--- src/hdl/lfpr_pkg.sv ---
package lfpr_pkg;

    localparam int LFPR_MAX_FRAME = 4096;
    localparam int HEADER_BYTES   = 6;
    localparam int FRAME_OVERHEAD = 8;
    localparam int BYTE_W         = 8;
    localparam int LEN_W          = 12;
    localparam int SUM_W          = 16;

    typedef enum logic [1:0] {
        ST_GOOD     = 2'd0,
        ST_MISMATCH = 2'd1,
        ST_TOO_LONG = 2'd2
    } t_status;

    typedef struct packed {
        logic              frame_end;
        logic [BYTE_W-1:0] payload_byte;
        logic [BYTE_W-1:0] frame_type;
        logic [LEN_W-1:0]  payload_length;
        t_status           status;
    } t_result;

endpackage

--- src/hdl/lfpr_in_reg.sv ---
module lfpr_in_reg import lfpr_pkg::*; (
    input  logic              i_clk,
    input  logic              i_rst_n,
    input  logic              i_valid,
    input  logic [BYTE_W-1:0] i_byte,
    output logic              o_ready,
    input  logic              i_take,
    output logic              o_valid,
    output logic [BYTE_W-1:0] o_byte
);

    logic              r_valid;
    logic [BYTE_W-1:0] r_byte;

    assign o_ready = !r_valid || i_take;
    assign o_valid = r_valid;
    assign o_byte  = r_byte;

    always_ff @(posedge i_clk) begin
        if (!i_rst_n) begin
            r_valid <= 1'b0;
        end else if (o_ready) begin
            r_valid <= i_valid;
        end
    end

    always_ff @(posedge i_clk) begin
        if (o_ready && i_valid) begin
            r_byte <= i_byte;
        end
    end

endmodule

--- src/hdl/lfpr_core.sv ---
module lfpr_core import lfpr_pkg::*; #(
    parameter int MAX_FRAME = LFPR_MAX_FRAME
) (
    input  logic              i_clk,
    input  logic              i_rst_n,
    input  logic [BYTE_W-1:0] i_byte,
    input  logic              i_fire,
    output logic              o_has_res,
    output t_result           o_res
);

    localparam int PW = $clog2(MAX_FRAME);
    localparam logic [31:0]   LIMIT        = 32'(MAX_FRAME - FRAME_OVERHEAD);
    localparam logic [PW-1:0] HDR          = PW'(HEADER_BYTES);
    localparam logic [PW-1:0] POS_TYPE     = PW'(1);
    localparam logic [PW-1:0] POS_LEN0     = PW'(2);
    localparam logic [PW-1:0] POS_LAST_HDR = PW'(HEADER_BYTES - 1);

    logic [PW-1:0]     r_pos,  n_pos;
    logic [23:0]       r_acc,  n_acc;
    logic [BYTE_W-1:0] r_type, n_type;
    logic [SUM_W-1:0]  r_sum,  n_sum;
    logic [BYTE_W-1:0] r_chk,  n_chk;
    logic [PW-1:0]     r_len,  n_len;
    logic [PW-1:0]     r_end,  n_end;

    logic [31:0]       acc_word;
    logic [31:0]       len_ext;
    logic [SUM_W-1:0]  got_sum;

    always_comb begin
        acc_word  = {r_acc, i_byte};
        len_ext   = 32'(r_len);
        got_sum   = {r_chk, i_byte};
        n_pos     = r_pos;
        n_acc     = r_acc;
        n_type    = r_type;
        n_sum     = r_sum;
        n_chk     = r_chk;
        n_len     = r_len;
        n_end     = r_end;
        o_has_res = 1'b0;
        o_res.frame_end      = 1'b0;
        o_res.payload_byte   = '0;
        o_res.frame_type     = r_type;
        o_res.payload_length = '0;
        o_res.status         = ST_GOOD;
        priority if (r_pos < HDR) begin
            n_sum = r_sum + SUM_W'(i_byte);
            n_pos = r_pos + PW'(1);
            if (r_pos == POS_TYPE) begin
                n_type = i_byte;
            end else if (r_pos >= POS_LEN0) begin
                n_acc = acc_word[23:0];
            end
            if (r_pos == POS_LAST_HDR) begin
                if (acc_word > LIMIT) begin
                    o_has_res       = 1'b1;
                    o_res.frame_end = 1'b1;
                    o_res.status    = ST_TOO_LONG;
                    n_pos  = '0;
                    n_acc  = '0;
                    n_type = '0;
                    n_sum  = '0;
                    n_chk  = '0;
                end else begin
                    n_len = acc_word[PW-1:0];
                    n_end = acc_word[PW-1:0] + HDR;
                end
            end
        end else if (r_pos < r_end) begin
            n_sum = r_sum + SUM_W'(i_byte);
            n_pos = r_pos + PW'(1);
            o_has_res            = 1'b1;
            o_res.payload_byte   = i_byte;
            o_res.payload_length = len_ext[LEN_W-1:0];
        end else if (r_pos == r_end) begin
            n_chk = i_byte;
            n_pos = r_pos + PW'(1);
        end else begin
            o_has_res            = 1'b1;
            o_res.frame_end      = 1'b1;
            o_res.payload_length = len_ext[LEN_W-1:0];
            o_res.status         = (got_sum == r_sum) ? ST_GOOD : ST_MISMATCH;
            n_pos  = '0;
            n_acc  = '0;
            n_type = '0;
            n_sum  = '0;
            n_chk  = '0;
        end
    end

    always_ff @(posedge i_clk) begin
        if (!i_rst_n) begin
            r_pos  <= '0;
            r_acc  <= '0;
            r_type <= '0;
            r_sum  <= '0;
            r_chk  <= '0;
        end else if (i_fire) begin
            r_pos  <= n_pos;
            r_acc  <= n_acc;
            r_type <= n_type;
            r_sum  <= n_sum;
            r_chk  <= n_chk;
        end
    end

    always_ff @(posedge i_clk) begin
        if (i_fire) begin
            r_len <= n_len;
            r_end <= n_end;
        end
    end

endmodule

--- src/hdl/lfpr_out_reg.sv ---
module lfpr_out_reg import lfpr_pkg::*; (
    input  logic    i_clk,
    input  logic    i_rst_n,
    input  logic    i_load,
    input  t_result i_res,
    output logic    o_space,
    output logic    o_valid,
    input  logic    i_ready,
    output t_result o_res
);

    logic    r_valid;
    t_result r_res;

    assign o_space = !r_valid || i_ready;
    assign o_valid = r_valid;
    assign o_res   = r_res;

    always_ff @(posedge i_clk) begin
        if (!i_rst_n) begin
            r_valid <= 1'b0;
        end else if (o_space) begin
            r_valid <= i_load;
        end
    end

    always_ff @(posedge i_clk) begin
        if (o_space && i_load) begin
            r_res <= i_res;
        end
    end

endmodule

--- src/hdl/length_framed_packet_receiver.sv ---
// An accepted byte is held in the input register and its result in the output register.
// Throughput: 1 byte per cycle unless a result waits on the output; the frame counter
// and running sum step once per byte. Legal header and checksum-high bytes never wait.
// Reset (i_rst_n low, synchronous) empties both registers and returns to frame start.
module length_framed_packet_receiver import lfpr_pkg::*; #(
    parameter int MAX_FRAME = LFPR_MAX_FRAME
) (
    input  logic              i_clk,
    input  logic              i_rst_n,
    input  logic              i_rx_valid,
    output logic              o_rx_ready,
    input  logic [BYTE_W-1:0] i_rx_byte,
    output logic              o_res_valid,
    input  logic              i_res_ready,
    output logic              o_frame_end,
    output logic [BYTE_W-1:0] o_payload_byte,
    output logic [BYTE_W-1:0] o_frame_type,
    output logic [LEN_W-1:0]  o_payload_length,
    output logic [1:0]        o_status
);

    logic              in_valid;
    logic [BYTE_W-1:0] in_byte;
    logic              take;
    logic              has_res;
    logic              out_space;
    t_result           core_res;
    t_result           out_res;

    assign take = in_valid && (!has_res || out_space);

    lfpr_in_reg u_in (
        .i_clk   (i_clk),
        .i_rst_n (i_rst_n),
        .i_valid (i_rx_valid),
        .i_byte  (i_rx_byte),
        .o_ready (o_rx_ready),
        .i_take  (take),
        .o_valid (in_valid),
        .o_byte  (in_byte)
    );

    lfpr_core #(
        .MAX_FRAME (MAX_FRAME)
    ) u_core (
        .i_clk     (i_clk),
        .i_rst_n   (i_rst_n),
        .i_byte    (in_byte),
        .i_fire    (take),
        .o_has_res (has_res),
        .o_res     (core_res)
    );

    lfpr_out_reg u_out (
        .i_clk   (i_clk),
        .i_rst_n (i_rst_n),
        .i_load  (take && has_res),
        .i_res   (core_res),
        .o_space (out_space),
        .o_valid (o_res_valid),
        .i_ready (i_res_ready),
        .o_res   (out_res)
    );

    assign o_frame_end      = out_res.frame_end;
    assign o_payload_byte   = out_res.payload_byte;
    assign o_frame_type     = out_res.frame_type;
    assign o_payload_length = out_res.payload_length;
    assign o_status         = out_res.status;

endmodule

--- config.mk ---
export PLATFORM = sky130hd
export DESIGN_NAME = length_framed_packet_receiver
export DESIGN_NICKNAME = d
export VERILOG_FILES = /design/src/hdl/lfpr_pkg.sv /design/src/hdl/lfpr_in_reg.sv /design/src/hdl/lfpr_core.sv /design/src/hdl/lfpr_out_reg.sv /design/src/hdl/length_framed_packet_receiver.sv
export SDC_FILE = /design/constraint.sdc
export NUM_CORES = 1
export LEC_CHECK = 0
export ABC_CLOCK_PERIOD_IN_PS = 3700
export BUFFER_PORTS_ARGS = -buffer_cell sky130_fd_sc_hd__buf_4
export CAP_MARGIN = 20
export CORE_MARGIN = 2
export CORE_UTILIZATION = 50
export CTS_CLUSTER_SIZE = 14
export DETAILED_ROUTE_END_ITERATION = 10
export GPL_ROUTABILITY_DRIVEN = 0
export PLACE_DENSITY = 0.77
export SETUP_SLACK_MARGIN = 0.15
export SYNTH_ARGS = -nofsm -noshare
export SYNTH_HDL_FRONTEND = slang
export SYNTH_SLANG_ARGS = --single-unit
--- constraint.sdc ---
create_clock -name i_clk -period 3.7 [get_ports i_clk]
set_clock_uncertainty 0.1 [all_clocks]
set_input_delay 0.74 -clock i_clk [delete_from_list [all_inputs] [get_ports i_clk]]
set_output_delay 0.74 -clock i_clk [all_outputs]
set_load 0.02 [all_outputs]
Word-level counts from Yosys, hierarchy flattened --
Index checks and enable logic that the tools add are counted.
Word-level totals: output and inout port bits 33, word-level logic and storage cells 90, memories kept 0, bits in writable memories 0, register bits 133, bits in latches 0, bits in read-only memories 0
Cells by class: div/mod/pow operators 0, reductions and logical operators 15, multipliers 0, mux-type cells 42, $lt $le $gt $ge 4, add/sub/neg operators 3, bitwise logic cells 2, shift operators 0, equal/unequal tests 9
Operator list (count):
- 24-bit 2-to-1 mux | 7
- 8-bit 2-to-1 mux | 11
- 16-bit 2-to-1 mux | 5
- 12-bit 2-to-1 mux | 6
- 32-bit by 12-bit > comparator with 1-bit output, second input constant | 1
- 16-bit by 8-bit adder with 16-bit output | 1
- 16-bit == test | 1
- 14-bit 2-to-1 mux | 1
- 12-bit by 1-bit adder with 12-bit output, second input constant | 1
- 12-bit by 3-bit adder with 12-bit output, second input constant | 1
- 12-bit by 1-bit == test with 1-bit output, second input constant | 1
- 12-bit == test | 1
- 12-bit by 3-bit == test with 1-bit output, second input constant | 1
- 12-bit by 2-bit >= comparator with 1-bit output, second input constant | 1
- 12-bit less-than comparator | 1
- 12-bit by 3-bit less-than comparator with 1-bit output, second input constant | 1
- 1-bit 2-to-1 mux | 8
- 2-bit 2-to-1 mux | 4
- 4-bit AND reduction | 2
- 1-bit logical AND | 4
- 2-bit by 1-bit != test with 1-bit output, second input constant | 2
- 2-bit != test, second input constant | 2
- 1-bit logical NOT | 3
- 1-bit logical OR | 3
- other kinds (5) | 6

Logic depth before layout (Yosys ltp) --
Gate-level depths: netlist of run 1.
depth in word-level cells 9, mapped depth 12, gate-level depth less buffers 9

By module --
A second synthesis of run 1 with hierarchy kept.
Second synthesis, totals: cell total of the unflattened synthesis 571, area total of the unflattened synthesis 6080.8 µm²
By module, submodules not included:
- lfpr_core | cells each 519, seq. area each 2052.0 µm², instances 1, area each 4775.8 µm²
- lfpr_out_reg | cells each 36, seq. area each 950.9 µm², instances 1, area each 988.4 µm²
- lfpr_in_reg | cells each 13, seq. area each 260.2 µm², instances 1, area each 297.8 µm²
- length_framed_packet_receiver | cells each 3, seq. area each 0.0 µm², instances 1, area each 18.8 µm²

Worst setup path before layout of run 1 --
OpenSTA, ideal clock, no wires.
path kind register -> register, start register u_core.r_pos[1], end register u_out.r_res, in the netlist u_out.o_res[0], enable pin, path slack -0.335 ns, clock period less this slack 4.035 ns, arrival 3.514 ns, library setup time 0.420 ns, cell stages (with the launch flop) 11, cells stage by stage dfxtp_1 ha_1 nor2b_1 o211ai_1 a211oi_1 o31a_1 clkbuf_1 or2_0 clkbuf_1 buf_2 nor2_1
On the way: word-level cells in the longest chain between the ends 9, elaborated cells on any way between the ends 13, those cells by class 2 x order compare; 2 x eq/ne; 4 x mux; 5 x reduce/logical
RTL lines:
- start, declared | line lfpr_core.sv:19 | logic [PW-1:0] r_pos, n_pos;
- start signal, assigned | line lfpr_core.sv:101 | r_pos <= n_pos;
- branches (longest 3 deep; another with 12-bit less-than comparator)
- 1-bit 2-to-1 mux (*) | line lfpr_core.sv:48 | priority if (r_pos < HDR) begin
- 1-bit logical NOT | line length_framed_packet_receiver.sv:30 | assign take = in_valid && (!has_res || out_space);
- 1-bit logical OR | line length_framed_packet_receiver.sv:30
- 1-bit logical AND | line length_framed_packet_receiver.sv:30
- 1-bit logical AND (*) | line length_framed_packet_receiver.sv:57 | .i_load (take && has_res),
- 1-bit logical AND (*) | line lfpr_out_reg.sv:28 | if (o_space && i_load) begin
- end signal, assigned | line lfpr_out_reg.sv:29 | r_res <= i_res;
- end, declared | line lfpr_out_reg.sv:13 | t_result r_res;
Mark *: on every way between the ends. A chain may end at the register's enable or synchronous reset.

Worst setup path after layout of run 1 --
start register u_core.r_pos[10], end output port o_rx_ready
On the way: word-level cells in the longest chain between the ends 8, elaborated cells on any way between the ends 12, those cells by class 2 x order compare; 2 x eq/ne; 4 x mux; 4 x reduce/logical
RTL lines:
- branches (longest 3 deep; another with 12-bit less-than comparator)
- 1-bit 2-to-1 mux (*) | line lfpr_core.sv:48
- 1-bit logical NOT (*) | line length_framed_packet_receiver.sv:30
- 1-bit logical OR (*) | line length_framed_packet_receiver.sv:30
- 1-bit logical AND (*) | line length_framed_packet_receiver.sv:30
- 1-bit logical OR (*) | line lfpr_in_reg.sv:15 | assign o_ready = !r_valid || i_take;
- end, declared | line length_framed_packet_receiver.sv:11 | output logic o_rx_ready,
Marks and branches as above.

==> tab_implementation.tex, run 1 <==
\begin{tabular}{lr}
\hline
Metric & Value \\
\hline
\multicolumn{2}{l}{\textbf{STA}} \\
Final min period & 3.41 ns \\
Slew at the pin closest to its max-slew limit & 0.819 ns \\
Final-report max-slew violation count & 0 \\
Max Fclk & 293 MHz \\
Setup repair after global routing missed its margin & false \\
Setup-violating endpoint count in the final report & 0 \\
Final Hold Viols & 0 \\
Hold slack final & 0.335 ns \\
Portion of the clock cycle consumed by the worst path in the final layout & 0.921 \\
Worst-case headroom to the max-slew limit & 0.450 \\
Summed negative setup slack over all endpoints & 0 ns \\
\multicolumn{2}{l}{\textbf{Route}} \\
1st-iter DRT viols & 230 \\
Routed via count divided by cell count & 5.89 \\
Number of nets still failing antenna checks after routing & 0 \\
Number of remaining DRC errors & 0 \\
1st-pass router iterations & 4 \\
Wire length reported by the detailed router & 13.1 mm \\
Post-DR wirelength/cell & 17.7 um \\
Total via count after detailed routing & 4,352 \\
\multicolumn{2}{l}{\textbf{Critical path}} \\
Critical path arrival & 2.57 ns \\
Critical path startpoint category & flop \\
Reg2reg setup slack & 0.53 ns \\
Largest fanout on the critical path & 5 \\
Cell Chain, Critical Path & ha\_1, nand4\_1, a211oi\_1, o31a\_1, nor2\_1, inv\_1, buf\_4 \\
Required time at the endpoint of the critical path & 2.86 ns \\
CP peak stage delay & 0.63 ns \\
Critical R2R Launch & u\_core.r\_pos[10] \\
Worst-case reg-to-reg path depth & 8 \\
Number of buffers and inverters on the critical path & 2 \\
FF-to-FF End & u\_core.r\_sum[9] \\
Crit-path leading delay family & compound AO/OA/AOI/OAI gates \\
Slowest cell on the critical path & sky130\_fd\_sc\_hd\_\_a211oi\_1 \\
CP Capture Type & output port \\
Critical path class & flop to output port \\
\multicolumn{2}{l}{\textbf{Power and ir drop}} \\
Standby leakage power & 2.71 nW \\
Fraction of power consumed by the clock network & 0.489 \\
Maximum vdd ir drop & 0.000313 V \\
Cell internal power dissipation & 2.54 mW \\
Switching power share of the total & 0.247 \\
Combinational share of power & 0.048 \\
Sequential fraction of design power & 0.463 \\
Total power per unit cell area & 483 nW/um\^{}2 \\
Switching pwr & 0.832 mW \\
\multicolumn{2}{l}{\textbf{Clock tree}} \\
CTS H-tree depth & 4 \\
Clock latency on the worst-skew pair & 0.42 ns \\
Number of clock buffers inserted by TritonCTS & 17 \\
Root buffer cell & sky130\_fd\_sc\_hd\_\_clkbuf\_16 \\
Maximum root-to-sink buffer count & 2 \\
Clock transition at the register clock pins on the worst setup and hold paths after CTS & 0.06 ns \\
Hold buffer count at cts & 0 \\
Sink count of the clock tree & 132 \\
TritonCTS clock tree & yes \\
\multicolumn{2}{l}{\textbf{Floorplanning}} \\
Floorplan row count & 39 \\
Overall die width & 112 um \\
Initial Utilization & 0.511 \\
Number of I/O pins & 45 \\
Die boundary height & 112 um \\
Die outline area & 12,500 sq um \\
Area of the placeable core & 11,400 sq um \\
\multicolumn{2}{l}{\textbf{GRT}} \\
Via count of the first global-routing pass & 4,403 \\
Largest net degree at the start of global routing & 25 \\
Antenna violations before repair & 0 \\
All-Layer GR Usage & 0.220 \\
Leftover overflow at the end of global routing & 0 \\
First-pass GRT wire length & 21.9 mm \\
\multicolumn{2}{l}{\textbf{Placed design}} \\
Port bufs & 44 \\
Post-placement cell count & 705 \\
Placed instance area & 6370 sq um \\
Detailed Place HPWL & 8.92 mm \\
\multicolumn{2}{l}{\textbf{Logic synthesis}} \\
Number of flops mapped to enable cells by yosys & 62 \\
Share of synthesized area occupied by flip-flops and latches & 0.561 \\
FFs w/ async S/R, synth & 0 \\
Synthesized area per cell & 11.1 sq um \\
Post-synth net total & 559 \\
Count of state elements after synthesis & 132 \\
Gate count after technology mapping & 523 \\
Library cells used by synthesis & 50 \\
Primary FF master, synth & sky130\_fd\_sc\_hd\_\_dfxtp\_1 \\
Cell Area, Synth & 5820 sq um \\
Count of synthesis-stage warnings from yosys & 0 \\
\multicolumn{2}{l}{\textbf{Run status}} \\
Run status & completed \\
\multicolumn{2}{l}{\textbf{Layout}} \\
Finished Core Util & 0.613 \\
\# diodes & 0 \\
Final std cell area, no fill & 6970 sq um \\
Final layout net count & 619 \\
Non-filler instance count after layout & 739 \\
Area added between synthesis and finish & 19.9\% \\
Most common cell after layout, fill and taps aside & sky130\_fd\_sc\_hd\_\_dfxtp\_1 \\
Share of cells above drive strength 1 & 0.186 \\
Most used cells in the layout excluding fill and tap cells & sky130\_fd\_sc\_hd\_\_dfxtp\_1 (69), sky130\_fd\_sc\_hd\_\_buf\_4 (62), sky130\_fd\_sc\_hd\_\_edfxtp\_1 (62), sky130\_fd\_sc\_hd\_\_nand2\_1 (37), sky130\_fd\_sc\_hd\_\_a21oi\_1 (35) \\
\multicolumn{2}{l}{\textbf{Worst hold path}} \\
Cell count of the worst hold path & 0 \\
Worst Hold Launch & u\_core.r\_type[5] \\
Hold-critical path endpoint & u\_out.o\_res[19] \\
Worst min-delay path class & flop to flop \\
\multicolumn{2}{l}{\textbf{Flow run}} \\
Number of max-cap violations & 0 \\
\hline
\end{tabular}
## Yosys cell counts (all sizes together) (3+ instances only)
library cell / n / area [sq um]
dfxtp: 70 / 1400
edfxtp: 62 / 1860
nand2: 37 / 139
a21oi: 35 / 175
nor2: 30 / 113
xnor2: 26 / 228
a22o: 24 / 210
ha: 23 / 288
and2: 21 / 131
inv: 20 / 75.1
nand4: 20 / 125
nor4: 20 / 159
clkbuf: 19 / 71.3
o21ai: 16 / 83.8
nor3: 14 / 70.1
nand3: 13 / 70.1
xor2: 11 / 96.3
a32o: 8 / 80.1
o21a: 6 / 45.0
a21o: 5 / 37.5
nor2b: 4 / 25.0
o21ba: 4 / 40.0
or2: 4 / 25.0
a211oi: 3 / 22.5
buf: 3 / 15.0
## worst max-delay path by stage
stage / startpoint / cells after the start / slack (ns) / endpoint
5_1_grt: u_core.r_pos[10] / 7 / 0.12 / o_rx_ready
3_5_place_dp: u_core.r_pos[0] / 10 / 0.29 / u_core.r_sum[13]
2_1_floorplan: u_core.r_pos[1] / 10 / 0.20 / u_out.o_res[0]
4_1_cts: u_core.r_pos[0] / 9 / 0.20 / o_rx_ready
3_3_place_gp: u_core.r_pos[10] / 9 / 0.40 / u_core.r_pos[4]
6_report: u_core.r_pos[10] / 7 / 0.29 / o_rx_ready
## cells by family (layout without fill, tap and decap cells)
| group | after synthesis | count (layout) | share of synthesized area |
|---|---|---|---|
| simple gates | 174 | 174 | 0.161 |
| compound gates | 114 | 114 | 0.142 |
| flops | 132 | 132 | 0.561 |
| buf+inv | 42 | 115 | 0.0278 |
| fa+ha+maj | 24 | 24 | 0.0529 |
| xor+xnor | 37 | 37 | 0.0557 |
## stage by stage
| step | power (mW) | worst slack, ns |
|---|---|---|
| 4_1_cts | 3.38 | 0.202 |
| 2_1_floorplan | 1.69 | 0.196 |
| 3_3_place_gp | 1.74 | 0.396 |
| 6_report | 3.37 | 0.292 |
| 5_1_grt | 3.48 | 0.115 |
| 3_5_place_dp | 1.75 | 0.288 |
## power by group through the flow
stage	Sequential (mW)	Clock, mW	Combinational [mW]
floorplan	1.59	0	0.106
global placement	1.59	0	0.152
detailed placement	1.59	0	0.158
CTS	1.56	1.66	0.161
global route	1.56	1.74	0.181
finish	1.56	1.65	0.163
## metal layers
metal  vias up  wire (um)  track usage
met5         -          0            0
met4         0        313       0.0881
met1      2095       5580        0.279
met3        33        850       0.0539
li1       2059          -            -
met2       165       6350        0.364
## final cells by class
type / count / area, sq um
Fill cell: 887 / 4400
Sequential cell: 132 / 3260
Multi-Input combinational cell: 349 / 2400
Timing Repair Buffer: 63 / 473
Clock buffer: 18 / 450
Tap cell: 143 / 179
Clock inverter: 14 / 130
Inverter: 20 / 75.1
## worst reg2reg max path, delay by kind of cell (launching register included)
family	cells	cell delay [ns]
and+or+nand+nor	3	1.34
AOI/OAI and AO/OA	4	0.91
DFF	1	0.44
adders and majority gates	1	0.31
## sequential cells by signal, indices dropped and copies added (netlist names)
name / count
u_core.r_type: 8
u_core.r_chk: 8
u_core.r_end: 12
u_in.o_byte: 8
u_in.o_valid: 1
u_out.o_res: 31
u_out.o_valid: 1
u_core.r_pos: 12
u_core.r_acc: 24
u_core.r_sum: 16
u_core.r_len: 11
## repair_timing
item / CTS / global route
endpoints found under the setup margin: 1 / 59
gates resized for setup: 0 / 4
setup buffers: 1 / 0
(Power assumes the default switching activity.)
==> run 2: changes to the inputs <==
- PLACE_DENSITY: 0.77 -> 0.71
==> tab_implementation.tex, run 2 (synthesized netlist as in run 1, its figures left out) <==
\begin{tabular}{lr}
\hline
Metric & Value \\
\hline
\multicolumn{2}{l}{\textbf{Floorplanning}} \\
Number of I/O pins & 45 \\
Initial Utilization & 0.511 \\
Overall die width & 112 um \\
Die outline area & 12,500 sq um \\
Die boundary height & 112 um \\
Floorplan row count & 39 \\
Area of the placeable core & 11,400 sq um \\
\multicolumn{2}{l}{\textbf{Critical path}} \\
Critical path class & flop to output port \\
Worst-case reg-to-reg path depth & 8 \\
Largest fanout on the critical path & 12 \\
CP Capture Type & output port \\
Critical path arrival & 2.57 ns \\
Reg2reg setup slack & 0.57 ns \\
Required time at the endpoint of the critical path & 2.86 ns \\
Critical R2R Launch & u\_core.r\_pos[1] \\
FF-to-FF End & u\_core.r\_sum[9] \\
Critical path startpoint category & flop \\
\multicolumn{2}{l}{\textbf{Placed design}} \\
Placed instance area & 6370 sq um \\
Post-placement cell count & 705 \\
DP Worst Slack & 0.494 ns \\
Detailed Place HPWL & 9.10 mm \\
Port bufs & 44 \\
\multicolumn{2}{l}{\textbf{GRT}} \\
All-Layer GR Usage & 0.227 \\
Largest net degree at the start of global routing & 25 \\
GR met1 Demand/Resource & 0.300 \\
Busiest layer in global routing & met2 \\
First-pass GRT wire length & 22.0 mm \\
Antenna violations before repair & 0 \\
Met2 layer usage reported by global route & 0.358 \\
Leftover overflow at the end of global routing & 0 \\
Via count of the first global-routing pass & 4,182 \\
Met3 track demand over resource & 0.0555 \\
\multicolumn{2}{l}{\textbf{STA}} \\
Max Fclk & 293 MHz \\
Slew at the pin closest to its max-slew limit & 1.06 ns \\
Hold slack final & 0.332 ns \\
Setup-violating endpoint count in the final report & 0 \\
Worst-case headroom to the max-slew limit & 0.282 \\
Setup repair after global routing missed its margin & false \\
Final-report max-slew violation count & 0 \\
Final Hold Viols & 0 \\
Summed negative setup slack over all endpoints & 0 ns \\
Final min period & 3.41 ns \\
PnR worst setup slack & 0.286 ns \\
Portion of the clock cycle consumed by the worst path in the final layout & 0.923 \\
\multicolumn{2}{l}{\textbf{Clock tree}} \\
Root buffer cell & sky130\_fd\_sc\_hd\_\_clkbuf\_16 \\
Number of clock buffers inserted by TritonCTS & 17 \\
Clock transition at the register clock pins on the worst setup and hold paths after CTS & 0.06 ns \\
Hold buffer count at cts & 0 \\
CTS H-tree depth & 4 \\
Clock latency on the worst-skew pair & 0.43 ns \\
TritonCTS clock tree & yes \\
Sink count of the clock tree & 132 \\
Maximum root-to-sink buffer count & 2 \\
\multicolumn{2}{l}{\textbf{Layout}} \\
Most used cells in the layout excluding fill and tap cells & sky130\_fd\_sc\_hd\_\_dfxtp\_1 (69), sky130\_fd\_sc\_hd\_\_buf\_4 (65), sky130\_fd\_sc\_hd\_\_edfxtp\_1 (62), sky130\_fd\_sc\_hd\_\_nand2\_1 (37), sky130\_fd\_sc\_hd\_\_a21oi\_1 (35) \\
Most common cell after layout, fill and taps aside & sky130\_fd\_sc\_hd\_\_dfxtp\_1 \\
Final layout net count & 621 \\
Share of cells above drive strength 1 & 0.182 \\
Finished Core Util & 0.618 \\
\# diodes & 0 \\
Flip-flop count of the largest register, all copies and words added & 31 \\
Non-filler instance count after layout & 741 \\
Area added between synthesis and finish & 20.9\% \\
Final std cell area, no fill & 7030 sq um \\
\multicolumn{2}{l}{\textbf{Power and ir drop}} \\
Total power per unit cell area & 494 nW/um\^{}2 \\
Standby leakage power & 2.73 nW \\
Maximum vdd ir drop & 0.000325 V \\
Overall power consumption & 3.47 mW \\
\multicolumn{2}{l}{\textbf{Route}} \\
Post-DR wirelength/cell & 18.0 um \\
Total via count after detailed routing & 4,353 \\
Number of nets still failing antenna checks after routing & 0 \\
1st-pass router iterations & 5 \\
Wire length reported by the detailed router & 13.3 mm \\
Routed via count divided by cell count & 5.87 \\
Number of remaining DRC errors & 0 \\
1st-iter DRT viols & 220 \\
\multicolumn{2}{l}{\textbf{Worst hold path}} \\
Cell count of the worst hold path & 0 \\
Worst min-delay path class & flop to flop \\
Hold-critical path endpoint & u\_out.o\_res[20] \\
Worst Hold Launch & u\_core.r\_type[6] \\
\multicolumn{2}{l}{\textbf{Run status}} \\
Run status & completed \\
\multicolumn{2}{l}{\textbf{Flow run}} \\
Number of max-cap violations & 0 \\
\hline
\end{tabular}
-- run 2: cell count changes in the layout (fill, tap and decap cells not counted), sizes merged --
cell,previous run,this run
clkbuf,19,26
clkinv,3,2
bufinv,0,2
inv,30,20
clkinvlp,1,2
buf,62,65
-- run 2: per-layer routing --
metal	vias to the layer above	wire length (um)
met4	0	311
met2	126	6470
met1	2129	5890
met5	-	0
li1	2073	-
met3	25	671
-- run 2: cell type report --
class	instances	area, sq um
tap	143	179
clock inverter	6	88.8
inverter	20	75.1
sequential	132	3260
timing repair buffer	65	488
clock buffer	26	542
fill	879	4340
multi-input combinational	349	2390
-- run 2: critical path, cell delays in order (launching register included) --
cell                      delay (ns)
sky130_fd_sc_hd__dfxtp_1        0.35
sky130_fd_sc_hd__ha_1           0.33
sky130_fd_sc_hd__nand4_1        0.18
sky130_fd_sc_hd__nor3_1         0.42
sky130_fd_sc_hd__and2_2         0.35
sky130_fd_sc_hd__o31a_1         0.23
sky130_fd_sc_hd__nor2_1         0.09
sky130_fd_sc_hd__inv_1          0.06
sky130_fd_sc_hd__buf_4          0.13
-- run 2: what timing repair did --
action,4_1_cts,5_1_grt
resized for setup,0,2
hold endpoints to repair,0,0
buffers inserted,1,3
setup endpoints to repair,1,1
-- run 2: worst max path at each step --
stage | start | endpoint | slack (ns)
2_1_floorplan | u_core.r_pos[1] | u_out.o_res[0] | 0.20
3_3_place_gp | u_core.r_pos[10] | o_rx_ready | 0.57
3_5_place_dp | u_core.r_pos[9] | o_rx_ready | 0.49
4_1_cts | u_core.r_pos[10] | o_rx_ready | 0.22
5_1_grt | u_core.r_end[10] | o_rx_ready | 0.15
6_report | u_core.r_pos[10] | o_rx_ready | 0.29
-- run 2: power breakdown --
group | internal [mW] | switching, mW | total, mW
combinational | 0.0667 | 0.0974 | 0.164
sequential | 1.54 | 0.0182 | 1.56
clock | 1.14 | 0.604 | 1.75
total | 2.75 | 0.720 | 3.47
==> run 3: changes to the inputs <==
- MAX_ROUTING_LAYER: unset -> met4
- REMOVE_ABC_BUFFERS: unset -> 1
==> tab_implementation.tex, run 3 (synthesized netlist as in run 1, its figures left out) <==
\begin{tabular}{lr}
\hline
Metric & Value \\
\hline
\multicolumn{2}{l}{\textbf{Run status}} \\
Run status & completed \\
\multicolumn{2}{l}{\textbf{Critical path}} \\
CP peak stage delay & 0.55 ns \\
Slowest cell on the critical path & sky130\_fd\_sc\_hd\_\_dfxtp\_1 \\
Reg2reg setup slack & 0.52 ns \\
Critical R2R Launch & u\_core.r\_pos[1] \\
FF-to-FF End & u\_core.r\_sum[9] \\
Required time at the endpoint of the critical path & 2.86 ns \\
Largest fanout on the critical path & 9 \\
Critical path arrival & 2.59 ns \\
Critical path class & flop to output port \\
CP Capture Type & output port \\
Critical path startpoint category & flop \\
Worst-case reg-to-reg path depth & 9 \\
Cell Chain, Critical Path & ha\_1, nor2b\_1, o211ai\_1, a211oi\_2, o31a\_1, nor2\_1, inv\_1, buf\_4 \\
\multicolumn{2}{l}{\textbf{Floorplanning}} \\
Number of I/O pins & 45 \\
Die boundary height & 112 um \\
Initial Utilization & 0.511 \\
Area of the placeable core & 11,400 sq um \\
Floorplan row count & 39 \\
Overall die width & 112 um \\
Die outline area & 12,500 sq um \\
\multicolumn{2}{l}{\textbf{Clock tree}} \\
Sink count of the clock tree & 132 \\
Number of clock buffers inserted by TritonCTS & 17 \\
Hold buffer count at cts & 0 \\
Maximum root-to-sink buffer count & 2 \\
Clock transition at the register clock pins on the worst setup and hold paths after CTS & 0.06 ns \\
CTS H-tree depth & 4 \\
TritonCTS clock tree & yes \\
Root buffer cell & sky130\_fd\_sc\_hd\_\_clkbuf\_16 \\
Clock latency on the worst-skew pair & 0.42 ns \\
\multicolumn{2}{l}{\textbf{STA}} \\
Setup-violating endpoint count in the final report & 0 \\
Max Fclk & 292 MHz \\
Final-report max-slew violation count & 0 \\
Summed negative setup slack over all endpoints & 0 ns \\
Portion of the clock cycle consumed by the worst path in the final layout & 0.926 \\
Slew at the pin closest to its max-slew limit & 0.789 ns \\
Setup repair after global routing missed its margin & false \\
Final min period & 3.43 ns \\
Final Hold Viols & 0 \\
PnR worst setup slack & 0.272 ns \\
Worst-case headroom to the max-slew limit & 0.467 \\
\multicolumn{2}{l}{\textbf{GRT}} \\
First-pass GRT wire length & 20.8 mm \\
Leftover overflow at the end of global routing & 0 \\
Via count of the first global-routing pass & 4,128 \\
Largest net degree at the start of global routing & 25 \\
Antenna violations before repair & 0 \\
All-Layer GR Usage & 0.217 \\
GR met1 Demand/Resource & 0.277 \\
Met2 layer usage reported by global route & 0.336 \\
Busiest layer in global routing & met2 \\
Met3 track demand over resource & 0.0425 \\
\multicolumn{2}{l}{\textbf{Placed design}} \\
DP Worst Slack & 0.510 ns \\
Detailed Place HPWL & 8.82 mm \\
Port bufs & 44 \\
Post-placement cell count & 707 \\
\multicolumn{2}{l}{\textbf{Layout}} \\
Area added between synthesis and finish & 19.8\% \\
Finished Core Util & 0.613 \\
Flip-flop count of the largest register, all copies and words added & 31 \\
Most used cells in the layout excluding fill and tap cells & sky130\_fd\_sc\_hd\_\_dfxtp\_1 (70), sky130\_fd\_sc\_hd\_\_buf\_4 (64), sky130\_fd\_sc\_hd\_\_edfxtp\_1 (62), sky130\_fd\_sc\_hd\_\_nand2\_1 (37), sky130\_fd\_sc\_hd\_\_a21oi\_1 (35) \\
Share of cells above drive strength 1 & 0.186 \\
Final layout net count & 620 \\
Non-filler instance count after layout & 740 \\
\# diodes & 0 \\
Most common cell after layout, fill and taps aside & sky130\_fd\_sc\_hd\_\_dfxtp\_1 \\
\multicolumn{2}{l}{\textbf{Power and ir drop}} \\
Maximum vdd ir drop & 0.000401 V \\
Overall power consumption & 3.33 mW \\
Standby leakage power & 2.71 nW \\
Total power per unit cell area & 478 nW/um\^{}2 \\
\multicolumn{2}{l}{\textbf{Route}} \\
Wire length reported by the detailed router & 12.7 mm \\
1st-iter DRT viols & 208 \\
Routed via count divided by cell count & 5.81 \\
1st-pass router iterations & 5 \\
Post-DR wirelength/cell & 17.2 um \\
Number of nets still failing antenna checks after routing & 0 \\
Number of remaining DRC errors & 0 \\
Total via count after detailed routing & 4,303 \\
\multicolumn{2}{l}{\textbf{Flow run}} \\
Number of max-cap violations & 0 \\
\multicolumn{2}{l}{\textbf{Worst hold path}} \\
Worst Hold Launch & u\_core.r\_type[7] \\
Worst min-delay path class & flop to flop \\
Hold-critical path endpoint & u\_out.o\_res[21] \\
Cell count of the worst hold path & 0 \\
\hline
\end{tabular}
## run 3: changes by cell type in the layout (fill, tap and decap cells not counted), sizes merged
| cell | change |
|---|---|
| bufinv | -2 |
| clkinvlp | -1 |
| clkinv | -1 |
| buf | -1 |
| clkbuf | -8 |
| inv | +12 |
## run 3: power by group
group	internal, mW	switching [mW]	leakage, nW	total (mW)
Combinational	0.0648	0.0968	1.30	0.162
Sequential	1.54	0.0172	1.12	1.56
Clock	0.908	0.705	0.281	1.61
## run 3: through the flow
step	instance area, sq um	hold WS, ns
floorplan	5730	0.309
global placement	6380	0.314
detailed placement	6380	0.320
CTS	6960	0.335
global route	6970	0.347
finish	6970	0.332
## run 3: area by class of cell
class                   count  area, sq um
clock buffers              18          439
fillers                   886         4400
well taps                 143          179
repair buffers             64          480
flip-flops and latches    132         3260
inverters                  20         75.1
clock inverters            14          129
multi-input cells         349         2400
## run 3: worst max-delay path: cells and delay by family (launching register included)
family | cells | cell delay [ns]
buffers and inverters | 2 | 0.23
AO/OA/AOI/OAI | 3 | 0.70
AND/OR/NAND/NOR | 2 | 0.37
adder cells (fa/ha/maj) | 1 | 0.33
flip-flops | 1 | 0.55
## run 3: worst max-delay path by stage
stage	endpoint	startpoint	cells past startpoint	slack, ns
6_report	o_rx_ready	u_core.r_pos[1]	8	0.27
2_1_floorplan	u_out.o_res[0]	u_core.r_pos[1]	7	-0.23
4_1_cts	o_rx_ready	u_core.r_pos[10]	8	0.26
3_5_place_dp	o_rx_ready	u_core.r_pos[10]	8	0.51
5_1_grt	o_rx_ready	u_core.r_pos[1]	8	0.17
3_3_place_gp	o_rx_ready	u_core.r_pos[10]	8	0.54
## run 3: timing repair
action / in CTS / in global routing
cloned: 0 / 0
resized for setup: 0 / 2
setup buffers: 1 / 0
endpoints found under the setup margin: 1 / 1
## run 3: per-layer routing
layer,share of wire,vias to the layer above
met2,0.48,120
met1,0.44,2080
met3,0.052,33
li1,-,2070
met5,0,-
met4,0.028,0
